File: src/rtl/core/assert_macros.svh
`ifndef ASSERT_MACROS_SVH
`define ASSERT_MACROS_SVH

`ifndef ASSERT_OFF
`define ASSERT_CLK(lbl, clk, rst_n, prop) \
	lbl: assert property (@(posedge clk) disable iff (!rst_n) prop) \
		else $error("assertion failed");
`define ASSERT_NEVER(lbl, clk, rst_n, expr) \
	lbl: assert property (@(posedge clk) disable iff (!rst_n) !(expr)) \
		else $error("forbidden condition seen");
`else
`define ASSERT_CLK(lbl, clk, rst_n, prop)
`define ASSERT_NEVER(lbl, clk, rst_n, expr)
`endif

`endif

File: src/rtl/core/stdts_pkg.sv
`timescale 1ns / 1ps

package stdts_pkg;

	typedef struct packed {
		logic [1:0]         command;
		logic signed [15:0] speed_sample;
		logic               read_ok;
	} item_t;

	typedef struct packed {
		logic               torque_write;
		logic signed [11:0] torque;
		logic [1:0]         mode_now;
	} result_t;

	localparam logic [1:0] CMD_TICK   = 2'd0;
	localparam logic [1:0] CMD_NORMAL = 2'd1;
	localparam logic [1:0] CMD_SHAKE  = 2'd2;
	localparam logic [1:0] CMD_DAMP   = 2'd3;

	localparam logic [1:0] MODE_NORMAL = 2'd0;
	localparam logic [1:0] MODE_SHAKE  = 2'd1;
	localparam logic [1:0] MODE_DAMP   = 2'd2;

	localparam int CFG_IDX_W  = 3;
	localparam int CFG_DATA_W = 16;

	localparam logic [CFG_IDX_W-1:0] REG_SHAKE_CURRENT = 3'd0;
	localparam logic [CFG_IDX_W-1:0] REG_HALF_PERIOD   = 3'd1;
	localparam logic [CFG_IDX_W-1:0] REG_CYCLE_COUNT   = 3'd2;
	localparam logic [CFG_IDX_W-1:0] REG_DAMP_LIMIT    = 3'd3;
	localparam logic [CFG_IDX_W-1:0] REG_DAMP_GAIN     = 3'd4;
	localparam logic [CFG_IDX_W-1:0] REG_SPEED_ALPHA   = 3'd5;
	localparam logic [CFG_IDX_W-1:0] REG_TORQUE_ALPHA  = 3'd6;
	localparam logic [CFG_IDX_W-1:0] REG_DEADBAND      = 3'd7;

	localparam logic [10:0] RST_SHAKE_CURRENT = 11'd800;
	localparam logic [9:0]  RST_HALF_PERIOD   = 10'd80;
	localparam logic [4:0]  RST_CYCLE_COUNT   = 5'd3;
	localparam logic [10:0] RST_DAMP_LIMIT    = 11'd1200;
	localparam logic [15:0] RST_DAMP_GAIN     = 16'd1536;
	localparam logic [8:0]  RST_SPEED_ALPHA   = 9'd90;
	localparam logic [8:0]  RST_TORQUE_ALPHA  = 9'd38;
	localparam logic [9:0]  RST_DEADBAND      = 10'd48;

	localparam logic [9:0]  HALF_MIN  = 10'd20;
	localparam logic [9:0]  HALF_MAX  = 10'd1000;
	localparam logic [4:0]  CYC_MIN   = 5'd1;
	localparam logic [4:0]  CYC_MAX   = 5'd20;
	localparam logic [15:0] GAIN_MAX  = 16'd51200;
	localparam logic [8:0]  ALPHA_MIN = 9'd3;
	localparam logic [8:0]  ALPHA_ONE = 9'd256;
	localparam logic [9:0]  BAND_MAX  = 10'd800;

endpackage

File: src/rtl/core/shake_then_damping_torque_sequencer_core.sv
// channel   direction  handshake                 payload
// item      in         item_valid/item_stall     item_t (command, speed_sample, read_ok)
// result    out        result_valid/result_stall result_t (torque_write, torque, mode_now)
// cfg       in         cfg_valid/cfg_ready       cfg_index, cfg_data
//
// A damping tick with a good read makes, from acceptance to a valid result,
// five passes through the shared 24x17 multiplier, two filter adds, a clamp and output.
// A shake tick takes a wrap step, repeated while a half period ends; others skip to output.
// item_stall is high from acceptance until the result is loaded into the output
// register; a stalled result holds the block in its final step.
// Reset clears mode, counters, filters and restores the register defaults.
`timescale 1ns / 1ps

`include "assert_macros.svh"

module shake_then_damping_torque_sequencer_core
	import stdts_pkg::*;
#(
	parameter int TICK_MS           = 10,
	parameter int TORQUE_HARD_LIMIT = 2000
) (
	input  logic                  clk,
	input  logic                  arst_n,
	input  logic                  item_valid,
	output logic                  item_stall,
	input  item_t                 item,
	output logic                  result_valid,
	input  logic                  result_stall,
	output result_t               result,
	input  logic                  cfg_valid,
	output logic                  cfg_ready,
	input  logic [CFG_IDX_W-1:0]  cfg_index,
	input  logic [CFG_DATA_W-1:0] cfg_data
);

	localparam logic [3:0] ST_IDLE = 4'd0;
	localparam logic [3:0] ST_WRAP = 4'd1;
	localparam logic [3:0] ST_SM1  = 4'd2;
	localparam logic [3:0] ST_SM2  = 4'd3;
	localparam logic [3:0] ST_SF   = 4'd4;
	localparam logic [3:0] ST_GM   = 4'd5;
	localparam logic [3:0] ST_RAW  = 4'd6;
	localparam logic [3:0] ST_TM1  = 4'd7;
	localparam logic [3:0] ST_TM2  = 4'd8;
	localparam logic [3:0] ST_TF   = 4'd9;
	localparam logic [3:0] ST_OUT  = 4'd10;
	localparam logic [3:0] ST_DONE = 4'd11;

	logic [3:0] state_q;
	logic [1:0] mode_q;
	logic [9:0] ms_q;
	logic [5:0] hc_q;
	logic signed [23:0] fs_q;
	logic signed [17:0] ft_q;
	logic result_valid_q;
	result_t result_q;
	result_t pend_q;
	logic signed [15:0] x_q;
	logic signed [40:0] prod_q;
	logic signed [40:0] acc_q;
	logic signed [17:0] raw_q;
	logic dead_q;

	logic [10:0] shake_cur_q;
	logic [9:0]  half_q;
	logic [4:0]  cyc_q;
	logic [10:0] lim_q;
	logic [15:0] gain_q;
	logic [8:0]  sa_q;
	logic [8:0]  ta_q;
	logic [9:0]  band_q;

	logic [10:0] shake_c;
	logic [9:0]  half_c;
	logic [4:0]  cyc_c;
	logic [10:0] lim_c;
	logic [15:0] gain_c;
	logic [8:0]  sa_c;
	logic [8:0]  ta_c;
	logic [9:0]  band_c;

	logic accept;
	logic cfg_wr;
	logic load_res;

	result_t dec_pend;
	logic [1:0] dec_mode;
	logic dec_clear;
	logic dec_shake;
	logic dec_run;

	logic signed [11:0] shake_s;
	logic signed [11:0] lim_s;
	logic [5:0] cyc2;
	logic [9:0] ms_sum;
	logic ms_wrap;

	logic signed [23:0] mul_a;
	logic signed [16:0] mul_b;
	logic signed [40:0] mul_p;
	logic signed [41:0] filt_sum;
	logic signed [41:0] raw_t;
	logic signed [27:0] raw_sh;
	logic signed [27:0] lim64_s;
	logic signed [27:0] nlim64_s;
	logic signed [17:0] raw_clamp;
	logic [24:0] fs_mag;
	logic dead_d;
	logic signed [17:0] ft_adj;
	logic signed [11:0] out_div;
	logic signed [11:0] out_clamp;

	logic res_shake_oob;
	logic res_damp_oob;

	assign accept     = item_valid && !item_stall;
	assign item_stall = (state_q != ST_IDLE);
	assign cfg_ready  = (state_q == ST_IDLE);
	assign cfg_wr     = cfg_valid && cfg_ready;
	assign load_res   = (state_q == ST_DONE) && (!result_valid_q || !result_stall);
	assign result_valid = result_valid_q;
	assign result       = result_q;

	always_comb begin
		shake_c = (32'(shake_cur_q) > 32'(TORQUE_HARD_LIMIT)) ?
			11'(TORQUE_HARD_LIMIT) : shake_cur_q;
		lim_c = (32'(lim_q) > 32'(TORQUE_HARD_LIMIT)) ? 11'(TORQUE_HARD_LIMIT) : lim_q;
		half_c = (half_q < HALF_MIN) ? HALF_MIN : ((half_q > HALF_MAX) ? HALF_MAX : half_q);
		cyc_c = (cyc_q < CYC_MIN) ? CYC_MIN : ((cyc_q > CYC_MAX) ? CYC_MAX : cyc_q);
		gain_c = (gain_q > GAIN_MAX) ? GAIN_MAX : gain_q;
		sa_c = (sa_q < ALPHA_MIN) ? ALPHA_MIN : ((sa_q > ALPHA_ONE) ? ALPHA_ONE : sa_q);
		ta_c = (ta_q < ALPHA_MIN) ? ALPHA_MIN : ((ta_q > ALPHA_ONE) ? ALPHA_ONE : ta_q);
		band_c = (band_q > BAND_MAX) ? BAND_MAX : band_q;
	end

	assign shake_s = {1'b0, shake_c};
	assign lim_s   = {1'b0, lim_c};
	assign cyc2    = {cyc_c, 1'b0};
	assign ms_sum  = ms_q + 10'(TICK_MS);
	assign ms_wrap = (ms_q >= half_c);

	always_comb begin
		dec_pend.torque_write = 1'b0;
		dec_pend.torque       = '0;
		dec_mode  = mode_q;
		dec_clear = 1'b0;
		dec_shake = 1'b0;
		dec_run   = 1'b0;
		unique case (item.command)
			CMD_NORMAL: begin
				dec_mode = MODE_NORMAL;
				dec_clear = 1'b1;
				dec_pend.torque_write = 1'b1;
			end
			CMD_SHAKE: begin
				dec_mode = MODE_SHAKE;
				dec_clear = 1'b1;
			end
			CMD_DAMP: begin
				dec_mode = MODE_DAMP;
				dec_clear = 1'b1;
			end
			CMD_TICK: begin
				unique case (mode_q)
					MODE_NORMAL: begin
						dec_mode = MODE_NORMAL;
					end
					MODE_SHAKE: begin
						dec_pend.torque_write = 1'b1;
						if (hc_q >= cyc2) begin
							dec_mode = MODE_DAMP;
							dec_clear = 1'b1;
						end else begin
							dec_shake = 1'b1;
							dec_pend.torque = hc_q[0] ? -shake_s : shake_s;
						end
					end
					MODE_DAMP: begin
						dec_pend.torque_write = 1'b1;
						dec_run = item.read_ok;
					end
					default: begin
						dec_mode = MODE_NORMAL;
						dec_clear = 1'b1;
					end
				endcase
			end
		endcase
		dec_pend.mode_now = dec_mode;
	end

	always_comb begin
		mul_a = '0;
		mul_b = '0;
		unique case (state_q)
			ST_SM1: begin
				mul_a = 24'(x_q);
				mul_b = {8'b0, sa_c};
			end
			ST_SM2: begin
				mul_a = fs_q;
				mul_b = {8'b0, 9'(ALPHA_ONE - sa_c)};
			end
			ST_GM: begin
				mul_a = fs_q;
				mul_b = {1'b0, gain_c};
			end
			ST_TM1: begin
				mul_a = 24'(raw_q);
				mul_b = {8'b0, ta_c};
			end
			ST_TM2: begin
				mul_a = 24'(ft_q);
				mul_b = {8'b0, 9'(ALPHA_ONE - ta_c)};
			end
			default: begin
				mul_a = '0;
				mul_b = '0;
			end
		endcase
	end

	assign mul_p    = mul_a * mul_b;
	assign filt_sum = 42'(acc_q) + 42'(prod_q) + 42'sd128;

	assign raw_t    = 42'sd8192 - 42'(prod_q);
	assign raw_sh   = raw_t[41:14];
	assign lim64_s  = {11'b0, lim_c, 6'b0};
	assign nlim64_s = -lim64_s;

	always_comb begin
		priority if (raw_sh > lim64_s) begin
			raw_clamp = lim64_s[17:0];
		end else if (raw_sh < nlim64_s) begin
			raw_clamp = nlim64_s[17:0];
		end else begin
			raw_clamp = raw_sh[17:0];
		end
	end

	assign fs_mag = fs_q[23] ? -{fs_q[23], fs_q} : {fs_q[23], fs_q};
	assign dead_d = (fs_mag < {7'b0, band_c, 8'b0});

	assign ft_adj  = ft_q + (ft_q[17] ? 18'sd63 : 18'sd0);
	assign out_div = ft_adj[17:6];

	always_comb begin
		priority if (out_div > lim_s) begin
			out_clamp = lim_s;
		end else if (out_div < -lim_s) begin
			out_clamp = -lim_s;
		end else begin
			out_clamp = out_div;
		end
	end

	always_ff @(posedge clk or negedge arst_n) begin
		if (!arst_n) begin
			state_q        <= ST_IDLE;
			mode_q         <= MODE_NORMAL;
			ms_q           <= '0;
			hc_q           <= '0;
			fs_q           <= '0;
			ft_q           <= '0;
			result_valid_q <= 1'b0;
			shake_cur_q    <= RST_SHAKE_CURRENT;
			half_q         <= RST_HALF_PERIOD;
			cyc_q          <= RST_CYCLE_COUNT;
			lim_q          <= RST_DAMP_LIMIT;
			gain_q         <= RST_DAMP_GAIN;
			sa_q           <= RST_SPEED_ALPHA;
			ta_q           <= RST_TORQUE_ALPHA;
			band_q         <= RST_DEADBAND;
		end else begin
			if (result_valid_q && !result_stall) begin
				result_valid_q <= 1'b0;
			end
			if (cfg_wr) begin
				unique case (cfg_index)
					REG_SHAKE_CURRENT: shake_cur_q <= cfg_data[10:0];
					REG_HALF_PERIOD:   half_q      <= cfg_data[9:0];
					REG_CYCLE_COUNT:   cyc_q       <= cfg_data[4:0];
					REG_DAMP_LIMIT:    lim_q       <= cfg_data[10:0];
					REG_DAMP_GAIN:     gain_q      <= cfg_data;
					REG_SPEED_ALPHA:   sa_q        <= cfg_data[8:0];
					REG_TORQUE_ALPHA:  ta_q        <= cfg_data[8:0];
					REG_DEADBAND:      band_q      <= cfg_data[9:0];
				endcase
			end
			unique case (state_q)
				ST_IDLE: begin
					if (accept) begin
						mode_q <= dec_mode;
						if (dec_clear) begin
							ms_q <= '0;
							hc_q <= '0;
							fs_q <= '0;
							ft_q <= '0;
						end
						if (dec_shake) begin
							ms_q    <= ms_sum;
							state_q <= ST_WRAP;
						end else if (dec_run) begin
							state_q <= ST_SM1;
						end else begin
							state_q <= ST_DONE;
						end
					end
				end
				ST_WRAP: begin
					if (ms_wrap) begin
						ms_q <= ms_q - half_c;
						hc_q <= hc_q + 6'd1;
					end else begin
						state_q <= ST_DONE;
					end
				end
				ST_SM1: state_q <= ST_SM2;
				ST_SM2: state_q <= ST_SF;
				ST_SF: begin
					fs_q    <= filt_sum[31:8];
					state_q <= ST_GM;
				end
				ST_GM: state_q <= ST_RAW;
				ST_RAW: begin
					if (dead_q) begin
						ft_q <= '0;
					end
					state_q <= ST_TM1;
				end
				ST_TM1: state_q <= ST_TM2;
				ST_TM2: state_q <= ST_TF;
				ST_TF: begin
					ft_q    <= filt_sum[25:8];
					state_q <= ST_OUT;
				end
				ST_OUT: state_q <= ST_DONE;
				ST_DONE: begin
					if (load_res) begin
						result_valid_q <= 1'b1;
						state_q        <= ST_IDLE;
					end
				end
				default: state_q <= ST_IDLE;
			endcase
		end
	end

	always_ff @(posedge clk) begin
		unique case (state_q)
			ST_IDLE: begin
				if (accept) begin
					pend_q <= dec_pend;
					x_q    <= item.speed_sample;
				end
			end
			ST_SM1: prod_q <= mul_p;
			ST_SM2: begin
				acc_q  <= prod_q <<< 8;
				prod_q <= mul_p;
			end
			ST_GM: begin
				prod_q <= mul_p;
				dead_q <= dead_d;
			end
			ST_RAW: raw_q <= dead_q ? '0 : raw_clamp;
			ST_TM1: prod_q <= mul_p;
			ST_TM2: begin
				acc_q  <= prod_q;
				prod_q <= mul_p;
			end
			ST_OUT: pend_q.torque <= out_clamp;
			ST_DONE: begin
				if (load_res) begin
					result_q <= pend_q;
				end
			end
			default: begin
				x_q <= x_q;
			end
		endcase
	end

	assign res_shake_oob = (result.torque > shake_s) || (result.torque < -shake_s);
	assign res_damp_oob  = (result.torque > lim_s) || (result.torque < -lim_s);

	`ASSERT_CLK(a_busy_after_accept, clk, arst_n, accept |=> state_q != ST_IDLE)
	`ASSERT_CLK(a_silent_zero, clk, arst_n, result_valid && !result.torque_write |-> result.torque == '0)
	`ASSERT_NEVER(a_shake_bound, clk, arst_n, result_valid && result.mode_now == MODE_SHAKE && res_shake_oob)
	`ASSERT_NEVER(a_damp_bound, clk, arst_n, result_valid && result.mode_now == MODE_DAMP && res_damp_oob)

endmodule
File: config.mk
export PLATFORM = sky130hd
export DESIGN_NAME = shake_then_damping_torque_sequencer_core
export DESIGN_NICKNAME = d
export VERILOG_FILES = /design/src/rtl/core/stdts_pkg.sv /design/src/rtl/core/shake_then_damping_torque_sequencer_core.sv
export VERILOG_INCLUDE_DIRS = /design/src /design/src/rtl/core
export SDC_FILE = /design/constraint.sdc
export NUM_CORES = 2
export LEC_CHECK = 0
export BUFFER_PORTS_ARGS = -buffer_cell sky130_fd_sc_hd__buf_2
export CORE_MARGIN = 2
export CORE_UTILIZATION = 52
export CTS_BUF_LIST = sky130_fd_sc_hd__clkbuf_16
export DETAILED_ROUTE_END_ITERATION = 8
export PLACE_DENSITY_LB_ADDON = 0.3
export SETUP_SLACK_MARGIN = 0.1
export SYNTH_ARGS = -nofsm -noshare
export SYNTH_HDL_FRONTEND = slang
export SYNTH_SLANG_ARGS = --single-unit
File: constraint.sdc
create_clock -name clk -period 8.05 [get_ports clk]
set_input_delay 0 -clock clk [delete_from_list [all_inputs] [get_ports clk]]
set_output_delay 0 -clock clk [all_outputs]
set_load 0.005 [all_outputs]
## Word level (Yosys, flattened, before mapping)

Index checks and enable logic that the tools add are counted.

| operators by class | value |
|---|---|
| add/sub/neg operators | 13 |
| multipliers | 1 |
| magnitude comparators | 19 |
| equal/unequal tests | 30 |
| muxes and demuxes | 65 |
| reductions and logical operators | 40 |

Operators by type and width:

| kind | count |
|---|---|
| 24-bit case mux with 4 select lines | 1 |
| 16-bit case mux with 5 select lines | 1 |
| 12-bit two-way mux | 6 |
| 18-bit two-way mux | 4 |
| 10-bit two-way mux | 7 |
| 32-bit case mux with 2 select lines | 1 |
| 18-bit case mux with 3 select lines | 1 |
| 24-bit two-way mux | 2 |
| 24-bit case mux with 2 select lines | 1 |
| 4-bit case mux with 12 select lines | 1 |
| 15-bit by 41-bit subtractor with 42-bit output (first input constant) | 1 |
| 24-bit by 17-bit multiplier with 41-bit output | 1 |
| 9-bit two-way mux | 4 |
| 32-bit adder | 1 |
| 32-bit by 9-bit adder with 32-bit output (second input constant) | 1 |
| 28-bit by 18-bit greater-than comparator with 1-bit output | 1 |
| 28-bit < comparator | 1 |
| 17-bit negation with 28-bit output | 1 |
| 25-bit by 18-bit < comparator with 1-bit output | 1 |
| 25-bit two-way mux | 1 |
| 25-bit negation | 1 |
| 6-bit two-way mux | 4 |
| 11-bit negation with 12-bit output | 2 |
| 12-bit case mux with 2 select lines | 1 |
| other kinds (57) | 122 |

| storage, ports and cells | value |
|---|---|
| flip-flop bits (word level) | 284 |
| bits of input ports | 43 |
| output and inout port bits | 18 |

## Logic depth before layout (Yosys ltp)

| depth | value |
|---|---|
| depth after elaboration | 11 |
| mapped depth | 39 |

## Worst setup path before layout

No wires, ideal clock.

| timing path | value |
|---|---|
| kind | register to register |
| from | reg state_q[2] |
| to | reg prod_q[38] (data pin) |
| arrival | 8.142 ns |
| data required time | 7.776 ns |
| setup slack | -0.366 ns |
| stages on the path, launching flop included | 35 |
| clock period less this slack | 8.416 ns |
| path through | dfrtp_1 clkbuf_1 nand2b_1 clkbuf_1 nor3_2 nor3b_1 a31oi_1 nand3_1 nor3_1 xnor2_1 nor2_1 a211oi_1 clkbuf_1 nor2_1 fa_1 inv_1 fa_1 fa_1 fa_1 inv_1 fa_1 inv_1 fa_1 inv_1 ha_1 o21ai_0 inv_1 o21ai_0 a211o_1 a31oi_1 o221ai_1 o21ai_0 a311oi_1 o41ai_1 xor2_1 |

| between the ends | value |
|---|---|
| cells in the longest elaborated chain, start to end | 4 |
| elaborated cells between the ends (all ways) | 9 |
| those cells by class | mul: 1; eq/ne: 5; mux: 2; reduce/logical: 1 |

RTL lines:

| element | line | RTL |
|---|---|---|
| start: declaration | shake_then_damping_torque_sequencer_core.sv:49 | `logic [3:0] state_q;` |
| start signal: assignment | shake_then_damping_torque_sequencer_core.sv:259 | `state_q <= ST_IDLE;` |
| start signal: assignment | shake_then_damping_torque_sequencer_core.sv:302 | `state_q <= ST_WRAP;` |
| start signal: assignment | shake_then_damping_torque_sequencer_core.sv:304 | `state_q <= ST_SM1;` |
| 4-bit by 3-bit == test with 1-bit output or 4-bit by 2-bit == test with 1-bit output (tied branches) | shake_then_damping_torque_sequencer_core.sv:195 | `unique case (state_q)` |
| 2-bit OR reduction (no source line) | -- |  |
| 24-bit case mux with 4 select lines | shake_then_damping_torque_sequencer_core.sv:195 |  |
| 24-bit by 17-bit multiplier with 41-bit output (*) | shake_then_damping_torque_sequencer_core.sv:223 | `assign mul_p = mul_a * mul_b;` |
| named net mul_p[38] | shake_then_damping_torque_sequencer_core.sv:100 | `logic signed [40:0] mul_p;` |
| end signal: assignment | shake_then_damping_torque_sequencer_core.sv:357 | `ST_SM1: prod_q <= mul_p;` |
| end signal: assignment | shake_then_damping_torque_sequencer_core.sv:360 | `prod_q <= mul_p;` |
| end signal: assignment | shake_then_damping_torque_sequencer_core.sv:363 | `prod_q <= mul_p;` |
| end: declaration | shake_then_damping_torque_sequencer_core.sv:59 | `logic signed [40:0] prod_q;` |

The timed path passes the listed nets; every way through them passes the cells marked *.
A chain may end at the register's enable or synchronous reset.

## Worst setup path in the final report

| timing path | value |
|---|---|
| from | reg gain_q[11] |
| to | reg prod_q[39] (data pin) |

| between the ends | value |
|---|---|
| cells in the longest elaborated chain, start to end | 4 |

RTL lines:

| element | line | RTL |
|---|---|---|
| start: declaration | shake_then_damping_torque_sequencer_core.sv:68 | `logic [15:0] gain_q;` |
| start signal: assignment | shake_then_damping_torque_sequencer_core.sv:284 | `REG_DAMP_GAIN: gain_q <= cfg_data;` |
| 16-bit greater-than comparator | shake_then_damping_torque_sequencer_core.sv:130 | `gain_c = (gain_q > GAIN_MAX) ? GAIN_MAX : gain_q;` |
| 16-bit two-way mux (*) | shake_then_damping_torque_sequencer_core.sv:130 |  |
| 16-bit case mux with 5 select lines (*) | shake_then_damping_torque_sequencer_core.sv:195 |  |
| 24-bit by 17-bit multiplier with 41-bit output (*) | shake_then_damping_torque_sequencer_core.sv:223 |  |
| named net mul_p[39] | shake_then_damping_torque_sequencer_core.sv:100 |  |

Marks and branches as above.

==> results.tsv <==
stage	metric	value	unit
logic_synthesis	leading area contributor after synthesis	fa_1	
global_routing	first-pass GRT wire length	140	mm
timing	min Tclk post-route	7.93	ns
critical_path	Worst Path Max Fanout	8	
floorplanning	die width	251	microns
logic_synthesis	count leader, synth	inv_1	
logic_synthesis	top area cells in the synthesized netlist	fa_1 (24%), edfxtp_1 (13%), ha_1 (10%)	
critical_path	startpoint types	flop	
power_and_ir_drop	Static Leakage	17.2	nW
placed_design	hpwl dp	70.3	mm
cells_and_area	post-route cell area	36900	sq um
critical_path	slowest CP cell	fa_2	
timing	final setup margin	0.119	ns
critical_path	r2r setup slk	0.12	ns
cells_and_area	# nets final	4365	
cells_and_area	Filler cells	4927	
clocking	Clock Latency Late Sink	0.61	ns
power_and_ir_drop	Pwr per Cell Area	81.3	nW/um^2
routing	WL per Instance	19.5	microns
logic_synthesis	#FFs+latches synth	284	
hold_path	Min-Delay Path Class	in2async	
logic_synthesis	Mapped Cells	3407	
global_routing	total grt overflow	0	
status	status	finished with violations	
timing	unrepaired setup endpoints after global routing	true	
routing	Post-DRT Antenna Nets	0	
timing	slew margin rel.	20.0	%
logic_synthesis	Synthesized Nets	4080	
routing	Routed Wire Length	87.9	mm
critical_path	CP peak stage delay	0.57	ns
power_and_ir_drop	maximum vdd ir drop	154	uV
floorplanning	row count	90	
floorplanning	Core Region	60200	sq um
timing	final hold violations	5	
logic_synthesis	area share of the largest cell type after synthesis	23.9	%
flow_run	max cap viols	0	
critical_path	RR Endpoint	prod_q[39]$_DFFE_PP_	
status	failing checks	negative hold slack	
placed_design	Final Wtd Congestion	0.934	
cells_and_area	Layout area overhead	16.7	%
clocking	count of clock tree sinks	284	
cells_and_area	register area	7830	sq um
logic_synthesis	YS warnings	0	
placed_design	PortBufs	60	
routing	starting DRC count in detailed routing	1909	
floorplanning	full die area	62800	sq um
cells_and_area	area taken by multi-input logic gates	21900	sq um
critical_path	CP required	8.38	ns
timing	fin crit share	98.5	%
placed_design	Place WS	-0.455	ns
logic_synthesis	ys async rst share	51.4	%
clocking	Root Buffer	clkbuf_16	
global_routing	global-route usage over all layers	28.5	%
timing	worst slew pin tran	1.17	ns
timing	setup_tns	0	ns
logic_synthesis	register area share after synthesis	24.8	%
logic_synthesis	Synth Area per Inst	9.28	sq um
logic_synthesis	post-synthesis cell area	31600	sq um
critical_path	FF-to-FF Start	gain_q[11]$_DFFE_PN0P_	
clocking	TritonCTS Buffers	30	
cells_and_area	ANT cells	0	
critical_path	Worst Path Buf+Inv	7	
clocking	clk buf depth	3	
critical_path	critical path type	reg2reg	
routing	routed vias/inst	5.62	
critical_path	family with the most delay on the worst path	adder cells	
cells_and_area	share of cells above drive strength 1	17.5	%
critical_path	Worst Reg-to-Reg Cells	31	
timing	Hold WS	-0.00394	ns
floorplanning	I/O Pins	61	
global_routing	initial antenna violation count	0	
critical_path	Worst Setup End Kind	flop	
routing	DRC	0	
routing	via count	25300	
clocking	H-tree Lvls	1	
global_routing	largest net degree at the start of global routing	76	
clocking	CTS clk-pin slew, worst paths	0.07	ns
timing	skew final	0.0321	ns
timing	Final setup viols	0	
critical_path	Crit path arrival time	8.26	ns
routing	drt first pass iters	7	
logic_synthesis	library cells used by synthesis	90	
timing	Max Clk Rate	126	MHz
floorplanning	chip height	251	microns
logic_synthesis	most instantiated cells after synthesis	inv_1 (596), nand2_1 (411), fa_1 (378)	
timing	fin. max-slew vios	0	
floorplanning	Starting Density	52.5	%
placed_design	placed cell areas	34300	sq um
logic_synthesis	Main synth FF type	edfxtp_1	
clocking	CTS tree	yes	
global_routing	number of global-route vias before repair	25600	
logic_synthesis	Post-synth EDFFs	138	
how the worst max path moves through the flow:
| stage | from | end | cells past startpoint |
|---|---|---|---|
| 2_1_floorplan | state_q[2]$_DFFE_PN0P_ | prod_q[38]$_DFFE_PP_ | 34 |
| 3_3_place_gp | gain_q[5]$_DFFE_PN0P_ | prod_q[39]$_DFFE_PP_ | 32 |
| 3_5_place_dp | gain_q[5]$_DFFE_PN0P_ | prod_q[39]$_DFFE_PP_ | 32 |
| 4_1_cts | ta_q[4]$_DFFE_PN0P_ | prod_q[39]$_DFFE_PP_ | 34 |
| 5_1_grt | ta_q[4]$_DFFE_PN0P_ | prod_q[39]$_DFFE_PP_ | 33 |
| 6_report | gain_q[11]$_DFFE_PN0P_ | prod_q[39]$_DFFE_PP_ | 31 |
cell type report:
cell class	count	share of cell area (%)
clock buffers	32	2.17
clock inverters	24	0.590
inverters	598	6.11
multi-input cells	2417	59.3
flip-flops and latches	284	21.2
well taps	782	2.65
repair buffers	361	8.00
metrics by stage:
step                      power, mW  std cells  util, %  hold slack (ns)
after global placement         1.58       4354     57.0           0.0772
after detailed placement       1.58       4354     57.0           0.0809
final                          3.00       4498     61.2         -0.00394
after global routing           3.06       4498     61.2           0.0609
after floorplan                1.55       3407        -           -0.296
after CTS                      3.01       4478     60.3          0.00866
layer usage:
layer	GRT usage, %	share of wire, %	up-vias
li1	-	-	11700
met1	38.6	42	12500
met2	47.1	47	947
met3	4.99	8.2	162
met4	8.16	3.1	0
met5	0	0	-
layout by cell type, fill, tap and decap left out, types with 26 or more instances in the layout:
| cell | instances |
|---|---|
| o21ai_0 | 94 |
| a22o_1 | 43 |
| edfxtp_1 | 138 |
| dlygate4sd3_1 | 42 |
| nand2_1 | 402 |
| buf_4 | 228 |
| dfrtp_1 | 122 |
| nand4_1 | 33 |
| nand2b_1 | 36 |
| nor2_1 | 321 |
| o21a_1 | 26 |
| a21o_1 | 52 |
| buf_2 | 59 |
| xor2_1 | 40 |
| nor2b_1 | 31 |
| fa_1 | 370 |
| xnor2_1 | 92 |
| nor3_1 | 34 |
| clkbuf_16 | 32 |
| a21oi_1 | 87 |
| inv_1 | 583 |
| mux2_2 | 82 |
| ha_1 | 239 |
| nand3_1 | 43 |
flip-flops by register name, indices dropped and copies added (netlist names):
register,flops
raw_q,18
x_q,16
pend_q,15
sa_q,9
result,15
prod_q,41
lim_q,11
ft_q,18
dead_q,1
hc_q,6
mode_q,2
ta_q,9
band_q,10
acc_q,32
fs_q,24
cyc_q,5
state_q,4
shake_cur_q,11
gain_q,16
result_valid,1
half_q,10
ms_q,10
cell families after synthesis:
family	count (synthesis)	synth area share, %
AND/OR/NAND/NOR	1072	15.4
XOR/XNOR	134	3.71
flip-flops	284	24.8
buffers and inverters	706	8.43
multiplexers	85	3.02
adder cells (fa/ha/maj)	630	33.9
AO/OA/AOI/OAI	496	10.7
repair_timing:
item                       CTS  global route
hold endpoints to repair   192             0
gates resized for setup     64            99
hold buffers                42             0
pin swaps                   53            86
setup endpoints to repair   17            20
setup buffers               23            21
gates cloned                 3             0
report_power, final:
group	internal [mW]	switching, mW	total [mW]
combinational	0.0217	0.0351	0.0568
sequential	1.51	0.0000000000000000211	1.51
clock	0.792	0.637	1.43
total	2.33	0.672	3.00
Power figures use the tool's default switching activity.
